### config.mk
export PLATFORM = sky130hd
export DESIGN_NAME = fifo_page_replacement
export DESIGN_NICKNAME = d
export VERILOG_FILES = /design/src/hw/rtl/frp_pkg.sv /design/src/hw/rtl/frp_mem.sv /design/src/hw/rtl/frp_ctrl.sv /design/src/hw/rtl/fifo_page_replacement.sv
export SDC_FILE = /design/constraint.sdc
export NUM_CORES = 1
export LEC_CHECK = 0
export BUFFER_PORTS_ARGS = -buffer_cell sky130_fd_sc_hd__buf_2
export CORE_MARGIN = 2
export CORE_UTILIZATION = 25
export DETAILED_ROUTE_END_ITERATION = 6
export GPL_TIMING_DRIVEN = 0
export REMOVE_ABC_BUFFERS = 1
export SLEW_MARGIN = 40
export SYNTH_ARGS = -nofsm -noshare
export SYNTH_HDL_FRONTEND = slang
export SYNTH_SLANG_ARGS = --single-unit
### constraint.sdc
create_clock -name clk -period 10.5 [get_ports clk]
set_input_delay 0 -clock clk [delete_from_list [all_inputs] [get_ports clk]]
set_output_delay 0 -clock clk [all_outputs]
set_load 0.01 [all_outputs]
### src/hw/rtl/frp_pkg.sv
// ----------------------------------------------------------------------------
// frp_pkg
// Shared types and constants of the FIFO page replacement unit.
// ----------------------------------------------------------------------------
package frp_pkg;

	localparam int SLOT_W  = 3;
	localparam int CFG_W   = 4;
	localparam int COUNT_W = 32;

	localparam logic [CFG_W-1:0]   CFG_RESET = 4'd8;
	localparam logic [COUNT_W-1:0] COUNT_MAX = {COUNT_W{1'b1}};

	typedef enum logic [3:0] {
		ST_IDLE  = 4'b0001,
		ST_SCAN  = 4'b0010,
		ST_WRITE = 4'b0100,
		ST_HOLD  = 4'b1000
	} frp_state_t;

	// Result of one reference, apart from the evicted page, whose width
	// follows the page width parameter.
	typedef struct packed {
		logic               fault;
		logic [SLOT_W-1:0]  slot;
		logic               evicted_valid;
		logic [COUNT_W-1:0] fault_count;
	} frp_res_t;

endpackage

### src/hw/rtl/frp_mem.sv
// ----------------------------------------------------------------------------
// frp_mem
// Page memory: one write port and one read port, read data registered.
// ----------------------------------------------------------------------------
module frp_mem #(
	parameter int DEPTH = 8,
	parameter int AW    = 3,
	parameter int DW    = 16
) (
	input  logic          clk,
	input  logic          wr_en,
	input  logic [AW-1:0] wr_addr,
	input  logic [DW-1:0] wr_data,
	input  logic          rd_en,
	input  logic [AW-1:0] rd_addr,
	output logic [DW-1:0] rd_data
);

	logic [DW-1:0] mem_q [DEPTH];
	logic [DW-1:0] rd_data_q;

	always_ff @(posedge clk) begin
		if (wr_en) begin
			mem_q[wr_addr] <= wr_data;
		end
		if (rd_en) begin
			rd_data_q <= mem_q[rd_addr];
		end
	end

	assign rd_data = rd_data_q;

endmodule

### src/hw/rtl/frp_ctrl.sv
// ----------------------------------------------------------------------------
// frp_ctrl
// Search and replacement sequencer: scans the page memory one frame a cycle,
// keeps the valid bits, the replace pointer and the fault counter.
// ----------------------------------------------------------------------------
module frp_ctrl
	import frp_pkg::*;
#(
	parameter int FRAMES    = 8,
	parameter int PAGE_BITS = 16
) (
	input  logic                 clk,
	input  logic                 arst_n,
	input  logic [CFG_W-1:0]     frames_cfg,
	input  logic                 in_valid,
	output logic                 in_ready,
	input  logic [PAGE_BITS-1:0] page_number,
	input  logic                 out_free,
	output logic                 res_valid,
	output frp_res_t             res,
	output logic [PAGE_BITS-1:0] res_ev_page
);

	localparam int IDX_W = (FRAMES > 1) ? $clog2(FRAMES) : 1;
	localparam int CNT_W = $clog2(FRAMES + 1);

	frp_state_t state_q;
	logic [FRAMES-1:0]    valid_q;
	logic [IDX_W-1:0]     ptr_q;
	logic [COUNT_W-1:0]   cnt_q;
	logic                 issue_s1;
	logic [IDX_W-1:0]     idx_s1;
	logic [CNT_W-1:0]     idx_q;
	logic [CNT_W-1:0]     n_q;
	logic [IDX_W-1:0]     pos_q;
	logic [PAGE_BITS-1:0] page_q;
	logic [PAGE_BITS-1:0] ev_page_q;
	frp_res_t             res_q;
	logic [PAGE_BITS-1:0] res_ev_page_q;

	logic                 accept;
	logic [CNT_W-1:0]     n_w;
	logic [IDX_W-1:0]     pos_w;
	logic [CNT_W-1:0]     pos_inc;
	logic                 hit_now;
	logic                 miss_now;
	logic                 done_now;
	logic                 rd_en;
	logic [IDX_W-1:0]     rd_addr;
	logic                 wr_en;
	logic [PAGE_BITS-1:0] rd_data;
	logic [COUNT_W-1:0]   cnt_inc;
	frp_res_t             res_d;
	logic [PAGE_BITS-1:0] ev_page_d;

	frp_mem #(
		.DEPTH(FRAMES),
		.AW   (IDX_W),
		.DW   (PAGE_BITS)
	) u_mem (
		.clk    (clk),
		.wr_en  (wr_en),
		.wr_addr(pos_q),
		.wr_data(page_q),
		.rd_en  (rd_en),
		.rd_addr(rd_addr),
		.rd_data(rd_data)
	);

	// Clamp the register to 1..FRAMES.
	always_comb begin
		if (frames_cfg == '0) begin
			n_w = CNT_W'(1);
		end else if (32'(frames_cfg) > FRAMES) begin
			n_w = CNT_W'(FRAMES);
		end else begin
			n_w = CNT_W'(frames_cfg);
		end
	end

	// A pointer left beyond a shrunken frame count restarts at frame 0.
	assign pos_w   = (CNT_W'(ptr_q) >= n_w) ? '0 : ptr_q;
	assign pos_inc = CNT_W'(pos_q) + CNT_W'(1);
	assign cnt_inc = (cnt_q == COUNT_MAX) ? cnt_q : cnt_q + COUNT_W'(1);

	assign in_ready = (state_q == ST_IDLE);
	assign accept   = in_valid && in_ready;

	// The compare stage works in the cycle after the read issue.
	assign hit_now  = (state_q == ST_SCAN) && issue_s1 && valid_q[idx_s1]
		&& (rd_data == page_q);
	assign miss_now = (state_q == ST_SCAN) && issue_s1 && !hit_now
		&& ((CNT_W'(idx_s1) + CNT_W'(1)) == n_q);
	assign done_now = hit_now || (state_q == ST_WRITE);

	assign rd_en   = accept || ((state_q == ST_SCAN) && (idx_q < n_q));
	assign rd_addr = (state_q == ST_SCAN) ? idx_q[IDX_W-1:0] : '0;
	assign wr_en   = (state_q == ST_WRITE);

	always_comb begin
		res_d.fault         = wr_en;
		res_d.slot          = wr_en ? SLOT_W'(pos_q) : SLOT_W'(idx_s1);
		res_d.evicted_valid = wr_en && valid_q[pos_q];
		res_d.fault_count   = wr_en ? cnt_inc : cnt_q;
		ev_page_d           = (wr_en && valid_q[pos_q]) ? ev_page_q : '0;
	end

	assign res_valid   = (done_now || (state_q == ST_HOLD)) && out_free;
	assign res         = (state_q == ST_HOLD) ? res_q : res_d;
	assign res_ev_page = (state_q == ST_HOLD) ? res_ev_page_q : ev_page_d;

	always_ff @(posedge clk or negedge arst_n) begin
		if (!arst_n) begin
			state_q  <= ST_IDLE;
			valid_q  <= '0;
			ptr_q    <= '0;
			cnt_q    <= '0;
			issue_s1 <= 1'b0;
		end else begin
			case (state_q)
				ST_IDLE: begin
					if (accept) begin
						issue_s1 <= 1'b1;
						state_q  <= ST_SCAN;
					end
				end
				ST_SCAN: begin
					issue_s1 <= rd_en && !hit_now;
					if (hit_now) begin
						state_q <= out_free ? ST_IDLE : ST_HOLD;
					end else if (miss_now) begin
						state_q <= ST_WRITE;
					end
				end
				ST_WRITE: begin
					valid_q[pos_q] <= 1'b1;
					ptr_q   <= (pos_inc >= n_q) ? '0 : pos_inc[IDX_W-1:0];
					cnt_q   <= cnt_inc;
					state_q <= out_free ? ST_IDLE : ST_HOLD;
				end
				ST_HOLD: begin
					if (out_free) begin
						state_q <= ST_IDLE;
					end
				end
				default: begin
					state_q <= ST_IDLE;
				end
			endcase
		end
	end

	always_ff @(posedge clk) begin
		if (accept) begin
			page_q <= page_number;
			n_q    <= n_w;
			pos_q  <= pos_w;
			idx_q  <= CNT_W'(1);
			idx_s1 <= '0;
		end else if (rd_en) begin
			idx_q  <= idx_q + CNT_W'(1);
			idx_s1 <= idx_q[IDX_W-1:0];
		end
		// The scan passes the replace frame on its way; keep its page.
		if ((state_q == ST_SCAN) && issue_s1 && (idx_s1 == pos_q)) begin
			ev_page_q <= rd_data;
		end
		if (done_now) begin
			res_q         <= res_d;
			res_ev_page_q <= ev_page_d;
		end
	end

	a_no_rd_wr_overlap: assert property (@(posedge clk) disable iff (!arst_n)
		!(rd_en && wr_en))
		else $error("page memory read and written in the same cycle");

	a_res_into_free_slot: assert property (@(posedge clk) disable iff (!arst_n)
		res_valid |-> out_free)
		else $error("result word issued while output register is full");

	a_issue_in_range: assert property (@(posedge clk) disable iff (!arst_n)
		((state_q == ST_SCAN) && issue_s1) |-> (CNT_W'(idx_s1) < n_q))
		else $error("compare of a frame beyond the frames in use");

	a_write_sets_valid: assert property (@(posedge clk) disable iff (!arst_n)
		(state_q == ST_WRITE) |=> valid_q[$past(pos_q)])
		else $error("replaced frame not marked valid");

	a_hit_needs_valid: assert property (@(posedge clk) disable iff (!arst_n)
		hit_now |-> (valid_q[idx_s1] && (CNT_W'(idx_s1) < n_q)))
		else $error("hit reported on an empty or inactive frame");

endmodule

### src/hw/rtl/fifo_page_replacement.sv
// ----------------------------------------------------------------------------
// fifo_page_replacement
// FIFO page replacement unit: one page reference in, one hit/fault word out.
//
//   channel   signals                                   direction
//   input     in_valid, in_ready, page_number           in
//   output    out_valid, out_ready, fault, slot,        out
//             evicted_valid, evicted_page, fault_count
//   config    cfg_we, cfg_wdata (frames_in_use)         in
//
// A hit in frame k ends the scan of frames there; a fault scans all n
// frames, n being the clamped frames in use, and then writes the page.
// The single read port of the page memory scans one frame per cycle.
// Reset clears the valid bits, pointer, fault count and output valid flag at
// once; no clearing pass. A result word waits in the output register while
// the next word is accepted; a new reference waits while the last is scanned
// or written, or while a finished word is held back by a full output register.
// ----------------------------------------------------------------------------
module fifo_page_replacement
	import frp_pkg::*;
#(
	parameter int FRAMES    = 8,
	parameter int PAGE_BITS = 16
) (
	input  logic                 clk,
	input  logic                 arst_n,
	input  logic                 cfg_we,
	input  logic [CFG_W-1:0]     cfg_wdata,
	input  logic                 in_valid,
	output logic                 in_ready,
	input  logic [PAGE_BITS-1:0] page_number,
	output logic                 out_valid,
	input  logic                 out_ready,
	output logic                 fault,
	output logic [SLOT_W-1:0]    slot,
	output logic                 evicted_valid,
	output logic [PAGE_BITS-1:0] evicted_page,
	output logic [COUNT_W-1:0]   fault_count
);

	logic [CFG_W-1:0]     frames_q;
	logic                 out_valid_q;
	frp_res_t             out_res_q;
	logic [PAGE_BITS-1:0] out_ev_page_q;

	logic                 out_free;
	logic                 res_valid;
	frp_res_t             res;
	logic [PAGE_BITS-1:0] res_ev_page;

	assign out_free = !out_valid_q || out_ready;

	frp_ctrl #(
		.FRAMES   (FRAMES),
		.PAGE_BITS(PAGE_BITS)
	) u_ctrl (
		.clk        (clk),
		.arst_n     (arst_n),
		.frames_cfg (frames_q),
		.in_valid   (in_valid),
		.in_ready   (in_ready),
		.page_number(page_number),
		.out_free   (out_free),
		.res_valid  (res_valid),
		.res        (res),
		.res_ev_page(res_ev_page)
	);

	always_ff @(posedge clk or negedge arst_n) begin
		if (!arst_n) begin
			frames_q    <= CFG_RESET;
			out_valid_q <= 1'b0;
		end else begin
			if (cfg_we) begin
				frames_q <= cfg_wdata;
			end
			if (out_free) begin
				out_valid_q <= res_valid;
			end
		end
	end

	always_ff @(posedge clk) begin
		if (res_valid) begin
			out_res_q     <= res;
			out_ev_page_q <= res_ev_page;
		end
	end

	assign out_valid     = out_valid_q;
	assign fault         = out_res_q.fault;
	assign slot          = out_res_q.slot;
	assign evicted_valid = out_res_q.evicted_valid;
	assign evicted_page  = out_ev_page_q;
	assign fault_count   = out_res_q.fault_count;

endmodule

# After elaboration in Yosys (flattened, before gate mapping)
# Memory sizes are Yosys's and may differ from the RTL's. A register that Yosys moved wholly into a read port is not among the register bits.
# Index checks and enable logic that the tools add are counted.
[totals]
ff_bits = 205
ram_bits = 128
input_bits = 25
output_inout_bits = 55
memories = 1
[op_classes]
addsub = 4
order_cmp = 7
n_eq_ne = 11
muxes = 26
n_bitwise = 1
n_reduce_logical = 22
[memory_table]
columns = ["name", "words", "word_bits", "rd", "rd_clocked_by_memory_dff", "write_ports", "line", "text"]
rows = [
  ["u_ctrl.u_mem.mem_q", 8, 16, 1, 1, 1, "frp_mem.sv:19", "logic [DW-1:0] mem_q [DEPTH];"],
]
[op_table]
columns = ["op", "n"]
rows = [
  ["32-bit two-way mux", 2],
  ["37-bit two-way mux", 1],
  ["32-bit by 1-bit adder with 32-bit output, second input constant", 1],
  ["32-bit equality test, second input constant", 1],
  ["16-bit two-way mux", 2],
  ["4-bit two-way mux", 7],
  ["16-bit equality test", 1],
  ["4-bit case mux with 4 select lines", 1],
  ["1-bit logical AND", 12],
  ["3-bit two-way mux", 3],
  ["3-bit by 1-bit adder with 4-bit output, second input constant", 2],
  ["3-bit by 4-bit less-than comparator with 1-bit output, second input constant", 2],
  ["8-bit OR", 1],
  ["1-bit binary-select mux with 3-bit select", 2],
  ["1-bit two-way mux", 6],
  ["4-bit by 1-bit adder with 4-bit output, second input constant", 1],
  ["4-bit by 1-bit equality test with 1-bit output, second input constant", 1],
  ["4-bit by 2-bit equality test with 1-bit output, second input constant", 1],
  ["4-bit by 3-bit equality test with 1-bit output, second input constant", 1],
  ["4-bit equality test", 1],
  ["4-bit equality test, second input constant", 1],
  ["3-bit by 4-bit greater-or-equal comparator with 1-bit output", 1],
  ["4-bit greater-or-equal comparator", 1],
  ["4-bit greater-than comparator, second input constant", 1],
  ["other kinds (14)", 18],
]

# Longest topological paths before layout
[depth]
depth_word = 10
ltp_mapped = 9
ltp_nobuf = 9

# Cells and area by module
# From an unflattened synthesis, not the netlist that was laid out.
[hier_totals]
hier_cells = 798
area_unflattened_um2 = 14003.4
[by_module_without_submodules]
columns = ["mod", "n_inst", "cells_each", "area_each_um2", "seq_area_each_um2"]
rows = [
  ["frp_ctrl", 1, 520, 6774.0, 4105.2],
  ["frp_mem", 1, 214, 5454.0, 4324.1],
  ["fifo_page_replacement", 1, 64, 1775.5, 1717.9],
]

# Worst setup path before layout
# Ideal clock, no wire load.
[synth_timing]
path_kind = "reg2reg"
startpoint = "register u_ctrl.state_q[2]"
endpoint = "register out_ev_page_q[0] (netlist: evicted_page[0]) (enable)"
setup_time_ps = 464
arrival_ps = 4097
t_required_ps = 10036
path_slack_ps = 5939
path_stages_with_launch = 7
n_path_buf = 1
period_less_slack_ps = 4561
path_cell_list = "dfrtp_1 buf_4 nor4b_1 nand2_1 nor4_1 nor3_1 nor2_1"
[synth_via]
elab_chain_len = 7
elab_cells_between_ends = 9
classes_between = "eq/ne: 3; reduce/logical: 6"
[synth_rtl]
columns = ["item", "line", "text"]
rows = [
  ["from (decl)", "frp_ctrl.sv:27", "frp_state_t state_q;"],
  ["from (signal assigned)", "frp_ctrl.sv:130", "state_q <= out_free ? ST_IDLE : ST_HOLD;"],
  ["from (signal assigned)", "frp_ctrl.sv:139", "state_q <= out_free ? ST_IDLE : ST_HOLD;"],
  ["4-bit by 2-bit equality test with 1-bit output", "frp_ctrl.sv:90", "assign hit_now = (state_q == ST_SCAN) && issue_s1 && valid_q[idx_s1]"],
  ["1-bit logical AND (2 in a row)", "frp_ctrl.sv:90", ""],
  ["1-bit logical AND", "frp_ctrl.sv:91", "&& (rd_data == page_q);"],
  ["1-bit logical OR", "frp_ctrl.sv:94", "assign done_now = hit_now || (state_q == ST_WRITE);"],
  ["1-bit logical OR (*)", "frp_ctrl.sv:108", "assign res_valid = (done_now || (state_q == ST_HOLD)) && out_free;"],
  ["1-bit logical AND (*)", "frp_ctrl.sv:108", ""],
  ["net res_valid", "fifo_page_replacement.sv:47", "logic res_valid;"],
  ["to (signal assigned)", "fifo_page_replacement.sv:86", "out_ev_page_q <= res_ev_page;"],
  ["to (decl)", "fifo_page_replacement.sv:44", "logic [PAGE_BITS-1:0] out_ev_page_q;"],
]
# Mark *: on every way through the listed nets, which the timed path passes. The rest lies on a longest branch.
# A chain may end at the register's enable or synchronous reset.

# Final worst setup path
[layout_timing]
startpoint = "register u_ctrl.state_q[2]"
endpoint = "memory u_ctrl.u_mem.mem_q[2][12] (enable)"
[layout_via]
elab_chain_len = 3
[layout_rtl]
columns = ["item", "line", "text"]
rows = [
  ["4-bit by 3-bit equality test with 1-bit output", "frp_ctrl.sv:98", "assign wr_en = (state_q == ST_WRITE);"],
  ["1-bit two-way mux", "frp_mem.sv:23", "if (wr_en) begin"],
  ["1-bit two-way mux (not written as such)", "frp_mem.sv:24", "mem_q[wr_addr] <= wr_data;"],
  ["to (decl)", "frp_mem.sv:19", ""],
]
# Every way passes these cells.

==> flow_summary_export.csv <==
group,metric,value,unit
worst_setup_path,criticalPathCategory,"reg2reg",
pwr,totalPowerFinal,3.32,mW
worst_setup_path,r2r_cells,6,
clocking,h-tree-depth,2,
clocking,clockBufferDepth,3,
floorplan,core_area,55200,µm²
clocking,cts_tree,"yes",
synthesis,synth.ff_latch_count,349,
sta,slew_viol_final,0,
worst_setup_path,cp_slowest_cell,"or4b_2",
final_layout,n_antenna_cell,0,
worst_setup_path,worst_setup_path_startpoint,"u_ctrl.state_q[2]",
final_layout,final_net_count,1053,
clocking,clk_pin_slew,0.06,ns
pwr,combPwrFrac,11.5,%
sta,max_freq,0.292,GHz
pwr,intPower,2.45,mW
sta,setup-tns-final,0,ns
placement,pre_cts_slack,7.02,ns
sta,post-route-period-util,32.6,%
worst_setup_path,crit_top_cell,"buf_4",
worst_setup_path,critPathTopFamily,"simple AND/OR/NAND/NOR gates",
worst_setup_path,r2r-start,"u_ctrl.state_q[2]",
worst_setup_path,cp-endpoint,"u_ctrl.u_mem.mem_q[2][12]",
route,routed_via_density,4.25,
hold_path,hp-class,"in2reg",
pwr,power.net_switching,867,µW
pwr,ir_worst_vdd,0.0000965,V
global_route,grt.total_usage,9.73,%
sta,worstMarginPinSlew,0.756,ns
synthesis,syn_area_per_cell,16.1,µm²
worst_setup_path,crit_fanout,18,
placement,port_buffers,79,
synthesis,ys_async_sr_fraction,15.2,%
worst_setup_path,worst-path-stages,6,
synthesis,syn_area,14000,µm²
pwr,power_leakage,6.46,nW
worst_setup_path,cp_cell_sequence,"or4b_2 > inv_1 > nand2_1 > nor3_2 > buf_4 > buf_4",
floorplan,ioPinCount,80,
global_route,grt_overflow,0,
floorplan,num_rows,86,
clocking,root_buffer,"clkbuf_16",
clocking,post_cts.repair.setup_buffers,0,
clocking,ctsHoldBuffers,27,
global_route,grt_pass1_wl,43700,µm
pwr,cellPowerDensity,195,nW/µm²
route,ant_nets,0,
synthesis,synth_edf_count,289,
worst_setup_path,critPathRequiredTime,10.73,ns
worst_setup_path,r2r_setup_slack,7.07,ns
global_route,globalRouteMet3Util,1.85,%
sta,fin_worst_skew,0.0238,ns
pwr,p_seq_share,52.4,%
route,drc,0,
route,routed_wl,28500,µm
synthesis,netlist_instances,870,
sta,grt_setup_unrepaired,"no",
sta,setup_viol,0,
route,drt_iter0_drc,460,
pwr,p_sw_share,26.1,%
floorplan,die_h,241,µm
global_route,grt_max_degree,54,
placement,routabilityCongestion,0.821,
route,wl_per_cell,15.9,µm
route,vias,7617,
pwr,p_clk_share,36.2,%
final_layout,synthToLayoutAreaGrowth,21.6,%
global_route,first_global_vias,7674,
worst_setup_path,r2r-end,"u_ctrl.u_mem.mem_q[2][12]",
synthesis,ys_seq_area_share,72.4,%
worst_setup_path,slowest_delay,0.95,ns
worst_setup_path,path_buf_inv,3,
job,maxCapViolCount,0,
worst_setup_path,endpoint_kind,"flop",
synthesis,synth_ff_type,"edfxtp_1",
clocking,cts_resized,0,
sta,slew-limit-headroom,49.6,%
status,outcome,"finished clean",
clocking,cts_buffers,37,
route,first_pass_iters,4,
synthesis,ys_types,50,
sta,final.min_clock_period,3.43,ns
clocking,insertion_delay,0.54,ns
global_route,gr-usage-met1,12.9,%
hold_path,hold_depth,2,
final_layout,fin_util,30.9,%
global_route,grt_use_met2,16.1,%
floorplan,initial_core_util,25.4,%
sta,hold_viol_final,0,
worst_setup_path,worstPathArrival,3.66,ns
global_route,antenna_found_initial,0,
floorplan,die_w,241,µm
clocking,clock_sinks,349,
final_layout,final_layout_size_suffix_gt1_share,26.9,%
worst_setup_path,cp-start-kind,"flop",
synthesis,yosysWarnings,0,
floorplan,die_area,57900,µm²
global_route,busiest_layer,"met2",
placement,dp_hpwl,19300,µm
sta,layout_setup_ws,7.07,ns
cells in the final DEF, fill, tap and decap left out, types with 27 or more instances in the layout:
cell type | synthesis | final
o21ai_0 | 51 | 51
xor2_1 | 27 | 27
clkbuf_16 | 0 | 37
xnor2_1 | 29 | 29
nand2_1 | 51 | 48
dlygate4sd3_1 | 0 | 28
edfxtp_1 | 289 | 289
mux2_2 | 52 | 52
dfrtp_1 | 51 | 51
buf_2 | 1 | 90
per-layer routing:
layer	up-vias	share of wire [%]
li1	3601	-
met1	3814	45
met2	152	48
met3	50	4.2
met4	0	2.4
met5	-	0
kinds of logic after synthesis:
group | synth area share [%]
flip-flops | 72.4
AND/OR/NAND/NOR | 7.57
adder cells (fa/ha/maj) | 1.25
AO/OA/AOI/OAI | 4.72
buffers and inverters | 1.30
XOR/XNOR | 3.50
multiplexers | 9.22
flip-flops by register name, summed over array words and instances (netlist names), 4 cells and up:
name	count
evicted_page	16
u_ctrl.ev_page_q	16
u_ctrl.valid_q	8
u_ctrl.u_mem.mem_q	128
u_ctrl.res_ev_page_q	16
frames_q	4
u_ctrl.idx_q	4
fault_count	32
u_ctrl.u_mem.rd_data	16
u_ctrl.cnt_q	32
u_ctrl.n_q	4
u_ctrl.res_q	37
u_ctrl.page_q	16
u_ctrl.state_q	4
final cells by class:
| type | instances | area, µm² |
|---|---|---|
| Clock buffer | 48 | 977 |
| Clock inverter | 20 | 128 |
| Fill cell | 5439 | 38200 |
| Inverter | 12 | 45.0 |
| Multi-Input combinational cell | 475 | 3770 |
| Sequential cell | 349 | 10200 |
| Tap cell | 748 | 936 |
| Timing Repair Buffer | 139 | 1020 |
per-stage QoR:
| stage | cell area [µm²] | hold slack, ns | std cells |
|---|---|---|---|
| after global placement | 15200 | 0.179 | 1663 |
| after floorplan | 13900 | -0.296 | 836 |
| after global routing | 17000 | 0.172 | 1791 |
| final | 17000 | 0.179 | 1791 |
| after detailed placement | 15600 | 0.109 | 1694 |
| after CTS | 17000 | 0.0872 | 1789 |
cells in the mapped netlist (all sizes together) (13+ instances only):
library cell	count	area, µm²
a21o	22	165
a21oi	19	95.1
and2	17	106
clkbuf	30	113
dfrtp	51	1280
edfxtp	289	8680
ha	14	175
mux2	53	601
mux2i	24	240
mux4	20	450
nand2	53	204
nand3	25	125
nor2	28	105
nor3	13	75.1
nor4	13	111
o21ai	51	255
xnor2	29	254
xor2	27	236
worst min path at each step:
stage	start	to	slack (ns)
floorplan	arst_n	frames_q[0]	-0.30
global placement	page_number[4]	u_ctrl.page_q[4]	0.18
detailed placement	arst_n	u_ctrl.cnt_q[19]	0.11
CTS	arst_n	frames_q[2]	0.09
global route	page_number[5]	u_ctrl.page_q[5]	0.17
finish	page_number[5]	u_ctrl.page_q[5]	0.18
power groups by stage:
stage	logic, mW	clock network [mW]	registers [mW]
floorplan	0.262	0	1.73
global placement	0.350	0	1.78
detailed placement	0.376	0	1.77
CTS	0.386	1.24	1.74
global route	0.430	1.29	1.75
finish	0.381	1.20	1.74
(Power assumes the default switching activity.)
